<file path="src/rtl/ftft_pkg.sv">
// Shared types, constants and the decay table for the fixed-timestep frame timer.
// Used by the timer core, the shared divider and the port checker.
package ftft_pkg;

    // decay table geometry
    localparam int unsigned DECAY_TABLE_DEPTH = 256;
    localparam int unsigned IDX_W             = $clog2(DECAY_TABLE_DEPTH);

    // Taylor series argument 8/depth in Q32
    localparam logic [63:0] DECAY_Y = (64'd8 << 32) / DECAY_TABLE_DEPTH;

    // fixed step used when the step register holds zero on a consume request
    localparam logic [23:0] DEFAULT_STEP_US = 24'd16667;
    localparam logic [16:0] ALPHA_ONE       = 17'd65536;

    // shared divider: quotient is known to fit DIV_Q_W bits
    localparam int unsigned DIV_Q_W   = 16;
    localparam int unsigned DIV_DEN_W = 27;
    localparam int unsigned DIV_NUM_W = (32 + IDX_W > 40) ? 32 + IDX_W : 40;
    localparam int unsigned DIV_REM_W = DIV_DEN_W + 1;
    localparam int unsigned DIV_CNT_W = $clog2(DIV_Q_W + 1);

    // request kinds
    typedef enum logic [1:0] {
        KIND_FRAME   = 2'd0,
        KIND_CONSUME = 2'd1,
        KIND_DISCARD = 2'd2
    } t_kind;

    // configuration register indexes
    typedef enum logic [1:0] {
        CFG_MAX_DELTA  = 2'd0,
        CFG_SMOOTHING  = 2'd1,
        CFG_TIME_SCALE = 2'd2,
        CFG_FIXED_STEP = 2'd3
    } t_cfg_idx;

    typedef struct packed {
        logic                 start;
        logic [DIV_NUM_W-1:0] num;
        logic [DIV_DEN_W-1:0] den;
    } t_div_req;

    typedef struct packed {
        logic               done;
        logic [DIV_Q_W-1:0] quo;
    } t_div_rsp;

    typedef logic [15:0] t_decay_tab [DECAY_TABLE_DEPTH];

    // long division by shift and subtract, used only while building the table
    function automatic logic [63:0] div_u64(logic [63:0] num, logic [63:0] den);
        logic [63:0] quo;
        logic [64:0] rem;
        quo = '0;
        rem = '0;
        for (int k = 63; k >= 0; k--) begin
            rem = {rem[63:0], num[k]};
            if (rem >= {1'b0, den}) begin
                rem    = rem - {1'b0, den};
                quo[k] = 1'b1;
            end
        end
        return quo;
    endfunction

    // 1 - exp(-8 i / depth) in Q0.16; exp built by a truncating Taylor series in Q32
    function automatic t_decay_tab build_decay_tab();
        logic [63:0] term;
        logic [63:0] b;
        logic [63:0] p;
        t_decay_tab  tab;
        term = 64'd1 << 32;
        b    = term;
        p    = term;
        for (int n = 1; n <= 24; n++) begin
            term = div_u64((term * DECAY_Y) >> 32, 64'(n));
            if ((n & 1) != 0) begin
                b = b - term;
            end else begin
                b = b + term;
            end
        end
        for (int i = 0; i < DECAY_TABLE_DEPTH; i++) begin
            tab[i] = 16'(17'd65536 - 17'((p + 64'd32768) >> 16));
            p      = (p * b + 64'h8000_0000) >> 32;
        end
        return tab;
    endfunction

    localparam t_decay_tab DECAY_TAB = build_decay_tab();

endpackage

</file>
<file path="src/rtl/ftft_div.sv">
// Shared restoring divider for the frame timer, one quotient bit per cycle.
// Depends on ftft_pkg. Caller guarantees num < den * 2**DIV_Q_W.
module ftft_div import ftft_pkg::*; (
    input  logic     i_clk,
    input  logic     i_rst_n,
    input  t_div_req i_req,
    output t_div_rsp o_rsp
);

    logic [DIV_REM_W-1:0] r_rem;
    logic [DIV_Q_W-1:0]   r_low;
    logic [DIV_Q_W-1:0]   r_quo;
    logic [DIV_DEN_W-1:0] r_den;
    logic [DIV_CNT_W-1:0] r_cnt;
    logic                 r_done;

    logic [DIV_REM_W-1:0] trial;
    logic                 fits;

    // shift in the next numerator bit and try the subtraction
    assign trial = {r_rem[DIV_REM_W-2:0], r_low[DIV_Q_W-1]};
    assign fits  = trial >= DIV_REM_W'(r_den);

    always_ff @(posedge i_clk) begin
        if (!i_rst_n) begin
            r_cnt  <= '0;
            r_done <= 1'b0;
        end else begin
            r_done <= 1'b0;
            if (i_req.start) begin
                r_rem <= DIV_REM_W'(i_req.num >> DIV_Q_W);
                r_low <= i_req.num[DIV_Q_W-1:0];
                r_den <= i_req.den;
                r_cnt <= DIV_CNT_W'(DIV_Q_W);
            end else if (r_cnt != '0) begin
                r_rem  <= fits ? trial - DIV_REM_W'(r_den) : trial;
                r_low  <= {r_low[DIV_Q_W-2:0], 1'b0};
                r_quo  <= {r_quo[DIV_Q_W-2:0], fits};
                r_cnt  <= r_cnt - DIV_CNT_W'(1);
                r_done <= (r_cnt == DIV_CNT_W'(1));
            end
        end
    end

    assign o_rsp.done = r_done;
    assign o_rsp.quo  = r_quo;

endmodule

</file>
<file path="src/rtl/fixed_timestep_frame_timer_core.sv">
// Fixed-timestep frame timer core: sequencer, clocks, credit and output register.
// Depends on ftft_pkg and ftft_div.
//
// One request is worked on at a time; the input stalls from acceptance until its
// result is loaded into the output register, and reopens as that result becomes
// valid. A frame request runs eight steps, two of them through one shared 32x17
// multiplier, plus two passes of the shared divider (decay table index, then alpha).
// Each divider pass is skipped when it is not needed. A consume request uses the
// divider only when alpha needs it; a discard clears the credit without it, and an
// unused kind only recomputes alpha, with the divider when needed.
// A stalled output register holds the finished request back for as long as it stalls.
// The next request may be accepted while the previous result still waits in the
// output register. Configuration writes are taken at any time but are meant for idle
// periods.
module fixed_timestep_frame_timer_core import ftft_pkg::*; (
    input  logic        i_clk,
    input  logic        i_rst_n,
    // request channel
    input  logic        i_in_valid,
    output logic        o_in_stall,
    input  logic [1:0]  i_kind,
    input  logic [31:0] i_elapsed_us,
    input  logic        i_paused,
    // result channel
    output logic        o_out_valid,
    input  logic        i_out_stall,
    output logic [31:0] o_delta_us,
    output logic [31:0] o_smooth_delta_us,
    output logic [47:0] o_game_time_us,
    output logic [47:0] o_unscaled_time_us,
    output logic [47:0] o_fixed_time_us,
    output logic [47:0] o_frame_total,
    output logic [47:0] o_fixed_step_total,
    output logic        o_step_due,
    output logic [16:0] o_alpha_q16,
    // configuration
    input  logic        i_cfg_we,
    input  logic [1:0]  i_cfg_idx,
    input  logic [31:0] i_cfg_wdata
);

    typedef enum logic [3:0] {
        S_IDLE,
        S_CLAMP,
        S_IDX,
        S_IDXW,
        S_SMUL,
        S_SUPD,
        S_SCALE,
        S_GAME,
        S_CONS,
        S_ALPHA,
        S_ALPHAW,
        S_DONE
    } t_state;

    t_state r_state;

    // configuration
    logic [31:0] r_max_delta;
    logic [23:0] r_tau;
    logic [15:0] r_scale;
    logic [23:0] r_fixed_step;

    // timer state
    logic signed [47:0] r_credit;
    logic [47:0] r_game;
    logic [47:0] r_real;
    logic [47:0] r_fixed;
    logic [31:0] r_smooth;
    logic [31:0] r_last_delta;
    logic [47:0] r_frames;
    logic [47:0] r_steps;

    // request working registers
    logic [1:0]  r_kind;
    logic [31:0] r_elapsed;
    logic        r_paused;
    logic [31:0] r_dt;
    logic [31:0] r_diff;
    logic        r_dt_ge;
    logic [16:0] r_factor;
    logic [48:0] r_prod;
    logic        r_due;
    logic [16:0] r_alpha;

    // output register
    logic        r_out_valid;
    logic [31:0] r_o_delta;
    logic [31:0] r_o_smooth;
    logic [47:0] r_o_game;
    logic [47:0] r_o_real;
    logic [47:0] r_o_fixed;
    logic [47:0] r_o_frames;
    logic [47:0] r_o_steps;
    logic        r_o_due;
    logic [16:0] r_o_alpha;

    t_div_req div_req;
    t_div_rsp div_rsp;

    logic        in_acc;
    logic        out_free;
    logic [31:0] mul_a;
    logic [16:0] mul_b;
    logic [48:0] mul_p;
    logic        idx_ok;
    logic [39:0] scaled;
    logic [23:0] cons_step;
    logic signed [48:0] credit_delta;
    logic signed [48:0] credit_sum;
    logic signed [47:0] credit_sat;
    logic        credit_pos;
    logic        credit_ge;

    assign in_acc   = i_in_valid && !o_in_stall;
    assign out_free = !r_out_valid || !i_out_stall;

    // decay table used only when dt stays below eight time constants
    assign idx_ok = (r_tau != '0) && (r_dt < 32'({r_tau, 3'b000}));

    // shared multiplier: smoothing step or time scaling
    always_comb begin
        if (r_state == S_SCALE) begin
            mul_a = r_dt;
            mul_b = r_paused ? 17'd0 : 17'(r_scale);
        end else begin
            mul_a = r_diff;
            mul_b = r_factor;
        end
        mul_p = 49'(mul_a) * 49'(mul_b);
    end

    assign scaled    = r_prod[47:8];
    assign cons_step = (r_fixed_step == '0) ? DEFAULT_STEP_US : r_fixed_step;

    // saturating credit update
    always_comb begin
        if (r_state == S_CONS) begin
            credit_delta = 49'sd0 - $signed(49'(cons_step));
        end else begin
            credit_delta = $signed(49'(scaled));
        end
        credit_sum = {r_credit[47], r_credit} + credit_delta;
        if (credit_sum[48] != credit_sum[47]) begin
            credit_sat = credit_sum[48] ? {1'b1, 47'd0} : {1'b0, {47{1'b1}}};
        end else begin
            credit_sat = credit_sum[47:0];
        end
    end

    // credit against the fixed step
    assign credit_pos = !r_credit[47] && (r_credit != '0);
    assign credit_ge  = !r_credit[47] && (r_credit[46:0] >= 47'(r_fixed_step));

    // divider requests
    always_comb begin
        div_req.start = 1'b0;
        div_req.num   = '0;
        div_req.den   = '0;
        if (r_state == S_IDX && idx_ok) begin
            div_req.start = 1'b1;
            div_req.num   = DIV_NUM_W'(r_dt) * DIV_NUM_W'(DECAY_TABLE_DEPTH);
            div_req.den   = {r_tau, 3'b000};
        end else if (r_state == S_ALPHA && r_fixed_step != '0 && credit_pos && !credit_ge) begin
            div_req.start = 1'b1;
            div_req.num   = DIV_NUM_W'({r_credit[23:0], 16'd0});
            div_req.den   = DIV_DEN_W'(r_fixed_step);
        end
    end

    ftft_div u_div (
        .i_clk   (i_clk),
        .i_rst_n (i_rst_n),
        .i_req   (div_req),
        .o_rsp   (div_rsp)
    );

    // sequencer, timer state and output register
    always_ff @(posedge i_clk) begin
        if (!i_rst_n) begin
            r_state      <= S_IDLE;
            r_out_valid  <= 1'b0;
            r_max_delta  <= 32'd250000;
            r_tau        <= 24'd100000;
            r_scale      <= 16'd256;
            r_fixed_step <= DEFAULT_STEP_US;
            r_credit     <= '0;
            r_game       <= '0;
            r_real       <= '0;
            r_fixed      <= '0;
            r_smooth     <= '0;
            r_last_delta <= '0;
            r_frames     <= '0;
            r_steps      <= '0;
        end else begin
            // result taken; S_DONE reloads the register itself
            if (r_state != S_DONE && r_out_valid && !i_out_stall) begin
                r_out_valid <= 1'b0;
            end

            case (r_state)
                S_IDLE: begin
                    if (in_acc) begin
                        r_kind    <= i_kind;
                        r_elapsed <= i_elapsed_us;
                        r_paused  <= i_paused;
                        case (i_kind)
                            KIND_FRAME:   r_state <= S_CLAMP;
                            KIND_CONSUME: r_state <= S_CONS;
                            default:      r_state <= S_ALPHA;
                        endcase
                    end
                end
                S_CLAMP: begin
                    r_dt     <= (r_elapsed < r_max_delta) ? r_elapsed : r_max_delta;
                    r_real   <= 48'(r_real + 48'((r_elapsed < r_max_delta) ?
                                                 r_elapsed : r_max_delta));
                    r_frames <= 48'(r_frames + 48'd1);
                    r_state  <= S_IDX;
                end
                S_IDX: begin
                    r_dt_ge <= r_dt >= r_smooth;
                    r_diff  <= (r_dt >= r_smooth) ? r_dt - r_smooth : r_smooth - r_dt;
                    if (idx_ok) begin
                        r_state <= S_IDXW;
                    end else begin
                        r_factor <= ALPHA_ONE;
                        r_state  <= S_SMUL;
                    end
                end
                S_IDXW: begin
                    if (div_rsp.done) begin
                        r_factor <= 17'(DECAY_TAB[div_rsp.quo[IDX_W-1:0]]);
                        r_state  <= S_SMUL;
                    end
                end
                S_SMUL: begin
                    r_prod  <= mul_p;
                    r_state <= S_SUPD;
                end
                S_SUPD: begin
                    if (r_smooth == '0) begin
                        r_smooth <= r_dt;
                    end else if (r_dt_ge) begin
                        r_smooth <= r_smooth + 32'(r_prod >> 16);
                    end else begin
                        r_smooth <= r_smooth - 32'(r_prod >> 16);
                    end
                    r_state <= S_SCALE;
                end
                S_SCALE: begin
                    r_prod  <= mul_p;
                    r_state <= S_GAME;
                end
                S_GAME: begin
                    r_credit     <= credit_sat;
                    r_game       <= 48'(r_game + 48'(scaled));
                    r_last_delta <= (scaled[39:32] != '0) ? 32'hFFFF_FFFF : scaled[31:0];
                    r_state      <= S_ALPHA;
                end
                S_CONS: begin
                    r_fixed_step <= cons_step;
                    r_credit     <= credit_sat;
                    r_last_delta <= 32'(cons_step);
                    r_fixed      <= 48'(r_fixed + 48'(cons_step));
                    r_steps      <= 48'(r_steps + 48'd1);
                    r_state      <= S_ALPHA;
                end
                S_ALPHA: begin
                    if (r_kind == KIND_DISCARD) begin
                        // discard clears the credit; status follows from zero credit
                        r_credit <= '0;
                        r_due    <= 1'b0;
                        r_alpha  <= '0;
                        r_state  <= S_DONE;
                    end else if (r_fixed_step == '0 || !credit_pos) begin
                        r_due   <= 1'b0;
                        r_alpha <= '0;
                        r_state <= S_DONE;
                    end else if (credit_ge) begin
                        r_due   <= 1'b1;
                        r_alpha <= ALPHA_ONE;
                        r_state <= S_DONE;
                    end else begin
                        r_due   <= 1'b0;
                        r_state <= S_ALPHAW;
                    end
                end
                S_ALPHAW: begin
                    if (div_rsp.done) begin
                        r_alpha <= 17'(div_rsp.quo);
                        r_state <= S_DONE;
                    end
                end
                S_DONE: begin
                    if (out_free) begin
                        r_out_valid <= 1'b1;
                        r_o_delta   <= r_last_delta;
                        r_o_smooth  <= r_smooth;
                        r_o_game    <= r_game;
                        r_o_real    <= r_real;
                        r_o_fixed   <= r_fixed;
                        r_o_frames  <= r_frames;
                        r_o_steps   <= r_steps;
                        r_o_due     <= r_due;
                        r_o_alpha   <= r_alpha;
                        r_state     <= S_IDLE;
                    end
                end
                default: r_state <= S_IDLE;
            endcase

            // register writes
            if (i_cfg_we) begin
                case (i_cfg_idx)
                    CFG_MAX_DELTA:  r_max_delta  <= i_cfg_wdata;
                    CFG_SMOOTHING:  r_tau        <= i_cfg_wdata[23:0];
                    CFG_TIME_SCALE: r_scale      <= i_cfg_wdata[15:0];
                    CFG_FIXED_STEP: r_fixed_step <= i_cfg_wdata[23:0];
                    default: ;
                endcase
            end
        end
    end

    assign o_in_stall         = (r_state != S_IDLE);
    assign o_out_valid        = r_out_valid;
    assign o_delta_us         = r_o_delta;
    assign o_smooth_delta_us  = r_o_smooth;
    assign o_game_time_us     = r_o_game;
    assign o_unscaled_time_us = r_o_real;
    assign o_fixed_time_us    = r_o_fixed;
    assign o_frame_total      = r_o_frames;
    assign o_fixed_step_total = r_o_steps;
    assign o_step_due         = r_o_due;
    assign o_alpha_q16        = r_o_alpha;

endmodule

</file>
<file path="config.mk">
export PLATFORM = sky130hd
export DESIGN_NAME = fixed_timestep_frame_timer_core
export DESIGN_NICKNAME = d
export VERILOG_FILES = /design/src/rtl/ftft_pkg.sv /design/src/rtl/ftft_div.sv /design/src/rtl/fixed_timestep_frame_timer_core.sv
export SDC_FILE = /design/constraint.sdc
export NUM_CORES = 2
export LEC_CHECK = 0
export ABC_CLOCK_PERIOD_IN_PS = 32900
export BUFFER_PORTS_ARGS = -buffer_cell sky130_fd_sc_hd__buf_4
export CORE_ASPECT_RATIO = 0.6
export CORE_MARGIN = 4
export CORE_UTILIZATION = 25
export DETAILED_ROUTE_END_ITERATION = 7
export GPL_ROUTABILITY_DRIVEN = 0
export MAX_ROUTING_LAYER = met4
export SLEW_MARGIN = 20
export SYNTH_ARGS = -nofsm -noshare
export SYNTH_HDL_FRONTEND = slang
export SYNTH_SLANG_ARGS = --single-unit
</file>
<file path="constraint.sdc">
create_clock -name i_clk -period 32.9 [get_ports i_clk]
set_clock_uncertainty 0.05 [all_clocks]
set_input_delay 6.58 -clock i_clk [delete_from_list [all_inputs] [get_ports i_clk]]
set_output_delay 6.58 -clock i_clk [all_outputs]
set_load 0.02 [all_outputs]
</file>
Word-level counts from Yosys, hierarchy flattened
Memories as Yosys holds them, arrays and structs flattened.
Index checks and enable logic that the tools add are counted.
- output and inout bits: 324
- input bits: 74
- logic and storage cells: 202
- memories kept: 1
- bits in read-only memories: 4096
- bits in registers: 1050
- add/subtract/negate cells: 13
- multipliers: 1
- equal/unequal tests: 26
- reduce and logical (&&, ||, !) cells: 56
- bitwise logic cells: 5
- muxes and demuxes: 52
- $lt $le $gt $ge: 6
- memories (name ; words ; bits a word ; rd ports ; clocked after memory_dff ; write ports ; line ; text):
    (no name shown) ; 256 ; 16 ; 1 ; 0 ; 0 ; fixed_timestep_frame_timer_core.sv:234 ; r_factor <= 17'(DECAY_TAB[div_rsp.quo[IDX_W-1:0]]);
- operators by type and width (cell ; number):
    $mux W32 ; 7
    $mux W48 ; 3
    $mux W68 ; 2
    $mux W24 ; 5
    $mux W17 ; 7
    $add A48 B1 Y48 const B ; 2
    $pmux W48 S2 ; 1
    $sub A32 B32 Y32 ; 3
    $mux W16 ; 5
    $pmux W17 S2 ; 2
    $pmux W32 S2 ; 1
    $mux W27 ; 2
    $add A49 B49 Y49 ; 1
    $mux W49 ; 1
    $add A48 B24 Y48 ; 1
    $add A48 B32 Y48 ; 1
    $add A48 B40 Y48 ; 1
    $mul A32 B17 Y48 ; 1
    $reduce_bool A24 Y1 ; 2
    $reduce_bool A48 Y1 ; 1
    $ge A47 B24 Y1 ; 1
    $pmux W4 S11 ; 1
    $add A32 B32 Y32 ; 1
    $ge A32 B32 Y1 ; 1
    other kinds (42) ; 106

Logic depth before layout (Yosys ltp)
- depth after elaboration: 8
- depth in mapped cells: 31
- depth with buffers taken out: 28

By module
From an unflattened synthesis, not the netlist that was laid out.
- cells, all modules: 8388
- area, all modules: 75775.2 um2
- by module, submodules not included (module ; sequential area each (um2) ; area an instance (um2) ; cells an instance ; instances):
    fixed_timestep_frame_timer_core ; 23993.0 ; 70636.5 ; 7943 ; 1
    ftft_div ; 2702.6 ; 5138.7 ; 445 ; 1

Worst setup path after synthesis
No wires, ideal clock.
- kind: input port to flip-flop
- start: input i_rst_n
- end: register r_o_alpha[0], in the netlist o_alpha_q16[0], enable pin
- buffers on the path: 3
- path slack: 11.033 ns
- data arrival time: 20.806 ns
- data required time: 31.839 ns
- cell stages on the path: 5
- cells stage by stage: clkbuf_1 clkbuf_1 clkbuf_1 nand2_1 nor2_1
- word-level cells in the longest chain between the ends: 1
- ends and longest elaborated chain (element ; line ; text):
    from (decl) ; fixed_timestep_frame_timer_core.sv:17 ; input logic i_rst_n,
    $reduce_and A3 Y1 (no source line) ; -- ;
    to (signal assigned) ; fixed_timestep_frame_timer_core.sv:307 ; r_o_alpha <= r_alpha;
    to (decl) ; fixed_timestep_frame_timer_core.sv:97 ; logic [16:0] r_o_alpha;
Every way passes these cells.
A chain may end at the register's enable or synchronous reset.

Worst setup path in the final report
- start: register r_state[3]
- end: register r_prod[45], data pin
- word-level cells in the longest chain between the ends: 3
- ends and longest elaborated chain (element ; line ; text):
    from (decl) ; fixed_timestep_frame_timer_core.sv:57 ; t_state r_state;
    from (signal assigned) ; fixed_timestep_frame_timer_core.sv:182 ; r_state <= S_IDLE;
    from (signal assigned) ; fixed_timestep_frame_timer_core.sv:209 ; KIND_FRAME: r_state <= S_CLAMP;
    from (signal assigned) ; fixed_timestep_frame_timer_core.sv:210 ; KIND_CONSUME: r_state <= S_CONS;
    $eq A4 B3 Y1 (*) ; fixed_timestep_frame_timer_core.sv:124 ; if (r_state == S_SCALE) begin
    $mux W32 / $mux W17 (equally long branches) ; fixed_timestep_frame_timer_core.sv:124 ;
    $mul A32 B17 Y48 (*) ; fixed_timestep_frame_timer_core.sv:131 ; mul_p = 49'(mul_a) * 49'(mul_b);
    via mul_p[45] ; fixed_timestep_frame_timer_core.sv:106 ; logic [48:0] mul_p;
    to (signal assigned) ; fixed_timestep_frame_timer_core.sv:239 ; r_prod <= mul_p;
    to (signal assigned) ; fixed_timestep_frame_timer_core.sv:253 ; r_prod <= mul_p;
    to (decl) ; fixed_timestep_frame_timer_core.sv:83 ; logic [48:0] r_prod;
The timed path passes the listed nets; every way through them passes the cells marked *.

==> impl_metrics.tcl <==
set metrics [dict create \
    status "finished, violations left" \
    violations "DRC" \
    placed_area_um2 83000 \
    synth_top_area_share_pct 22.9 \
    drc 47 \
    tightest_slew_ns 1.16 \
    die_area_um2 310000 \
    cpPeakStageDelay_ns 0.70 \
    final_nets 9575 \
    core_um2 298000 \
    layout.cells.non_filler 12700 \
    grt_pass1_wl_um 423000 \
    yosysTopAreaCell "edfxtp_1" \
    syn-cell-area_um2 75200 \
    ys_warn_count 0 \
    peakVddDrop_mv 0.258 \
    post_cts_buffers 0 \
    drv_slew 0 \
    crit_top_cell "fa_1" \
    cts_tree "yes" \
    post-route-util_pct 28.9 \
    rsz0062_at_grt "no" \
    dp_cells 12500 \
    p_sw_uw 5240 \
    start_util_pct 25.2 \
    fin_ws_ns 22.37 \
    htreeDepth 3 \
    detail-route-antenna-nets 0 \
    synthAdderAreaFrac_pct 20.2 \
    fin_crit_sh_pct 32.0 \
    vias 65900 \
    ctsHoldBuffers 0 \
    arrival_ns 10.94 \
    max_cap_viol_count 0 \
    start_kind "flop" \
    synth_top_family_by_area "adder cells" \
    num_rows 155 \
    tns_ns 0 \
    syn_avg_cell_area_um2 9.03 \
    cts_resized 0 \
    synth_cells 8335 \
    synth_edf_count 575 \
    synthTopCellsByCount "nand2_1 (1099), inv_1 (811), nor2_1 (724)" \
    finalSetupViolations 0 \
    seq_area_frac_synth_pct 35.2 \
    gr-total-overflow 0 \
    slowest_stage "dfxtp_1" \
    power_frac_seq_pct 18.9 \
    final_cell_area_um2 86400 \
    synth_compound_area_share_pct 16.9 \
    yosys.area_share.simple_pct 16.0 \
    syn_nets 9349 \
    synthFlopType "edfxtp_1" \
    drive_gt1_share_pct 10.2 \
    clockRootBuffer "clkbuf_16" \
    dr.pass1.iters 8 \
    pin_count 398 \
    post-synth-top-count-cell "nand2_1" \
    die_h_um 433 \
    drt_iter0_drc 10200 \
    synth_xor_area_share_pct 4.36 \
    grtUsageTotal_pct 18.8 \
    synthArstFlopShare_pct 0 \
    grt_max_degree 82 \
    fp.dieW_um 716 \
    hold_viol_final 0 \
    clk-insertion-delay-late_ns 0.74 \
    switching_share_pct 49.6 \
    power_leakage_uw 0.0358 \
    path_delay_family "adder cells" \
    antenna_found_initial 18 \
    ys_top_cells_by_area "edfxtp_1 (23%), dfxtp_1 (12%), fa_1 (12%), ha_1 (8.1%), nand2_1 (5.5%)" \
    power.density_nw_per_um2 122 \
    path_max_fanout 70 \
    required_ns 33.31 \
    slew_headroom_pct 22.4 \
    end_kind "flop" \
    p_int_uw 5320 \
    clk_pin_slew_ns 0.08 \
    synthMuxAreaShare_pct 1.09 \
    min_period_ns 10.53 \
    criticalPathCategory "reg2reg" \
    hold_path_class "reg2reg" \
    cts_sinks 1034 \
    clkPwrFrac_pct 11.5 \
    synth_seq_cells 1034 \
    dp_slack_ns 22.68 \
    cts_max_path_buffers 3 \
    ys_types 106 \
    drt-total-wl_um 294000 \
    wl_per_cell_um 23.2 \
    io_buffers 397 \
    max_freq_ghz 0.0950 \
    combPwrFrac_pct 69.6 \
    cp_num_buf_inv 6 \
    post_drt_via_cell_ratio 5.20 \
    first_global_vias 58600 \
    area_growth_syn_to_layout_pct 14.8 \
    cts_made_buffers 94 \
    dp_hpwl_um 233000 \
]
-- worst paths after layout --
| path | startpoint | slack, ns | cells after the start | to |
|---|---|---|---|---|
| setup / recovery | r_state[3] | 22.37 | 27 | r_prod[45] |
| hold / removal | r_alpha[2] | 0.36 | 0 | o_alpha_q16[2] |
| hold reg to reg | r_alpha[2] | 0.36 | 0 | o_alpha_q16[2] |
| setup reg to reg | r_state[3] | 22.37 | 27 | r_prod[45] |
-- per-layer routing --
| layer | up-vias | wire length, µm | global-route usage (%) |
|---|---|---|---|
| li1 | 29300 | - | - |
| met1 | 32300 | 139000 | 28.9 |
| met2 | 3885 | 105000 | 22.3 |
| met3 | 333 | 45500 | 7.91 |
| met4 | 0 | 4490 | 2.53 |
| met5 | - | 0 | - |
-- layout by cell type, fill, tap and decap left out, types with 34 or more instances in the layout --
cell       netlist  routed
xor2_1         180     180
nand3_1        146     144
nor4_1          48      46
inv_1          811     810
edfxtp_1       575     575
and3_1          88      86
a211oi_1        97      95
fa_1           454     454
a31oi_1         55      54
nand2_1       1099    1099
and2_1          68      68
a21o_1         220     220
o21bai_1        34      34
nand4_1         86      86
or3_1           53      52
ha_1           486     486
clkbuf_16        0      96
o211ai_1        63      63
mux2_2          40      40
nor3_1         115     115
nor2b_1         47      47
o21a_1          60      59
a221o_1         51      51
nor2_1         724     719
nand2b_1        76      76
o21ai_0        377     375
buf_4            6     567
dfxtp_1        459     459
a21oi_1        686     684
xnor2_1        193     193
-- final cells by class --
type	instances	area (µm²)
antenna	12	30.0
multi-input combinational	6048	44300
clock inverter	65	787
tap	4003	5010
sequential	1034	26500
fill	31500	212000
inverter	816	3070
timing repair buffer	567	4260
clock buffer	113	2520
-- power by group through the flow --
stage	logic [µW]	clock network, µW	registers, µW
after floorplan	5200	0	1940
after global placement	7080	0	2010
after detailed placement	7090	0	2010
after CTS	7150	1240	1980
after global routing	8040	1290	2000
final	7350	1220	2000
-- cells by family (layout without fill, tap and decap cells) --
| kind of cell | Yosys count | count (layout) |
|---|---|---|
| AO/OA/AOI/OAI | 1991 | 1991 |
| XOR/XNOR | 374 | 374 |
| adder cells (fa/ha/maj) | 942 | 942 |
| buffers and inverters | 1253 | 1561 |
| flip-flops | 1034 | 1034 |
| multiplexers | 73 | 73 |
| other | 0 | 12 |
| AND/OR/NAND/NOR | 2668 | 2668 |
-- stage by stage --
| stage | hold slack [ns] | total power (µW) |
|---|---|---|
| 4_1_cts | 0.371 | 10400 |
| 3_5_place_dp | 0.355 | 9090 |
| 3_3_place_gp | 0.351 | 9090 |
| 6_report | 0.364 | 10600 |
| 2_1_floorplan | 0.350 | 7140 |
| 5_1_grt | 0.373 | 11300 |
Note: power is estimated with default switching activity, not from simulation.
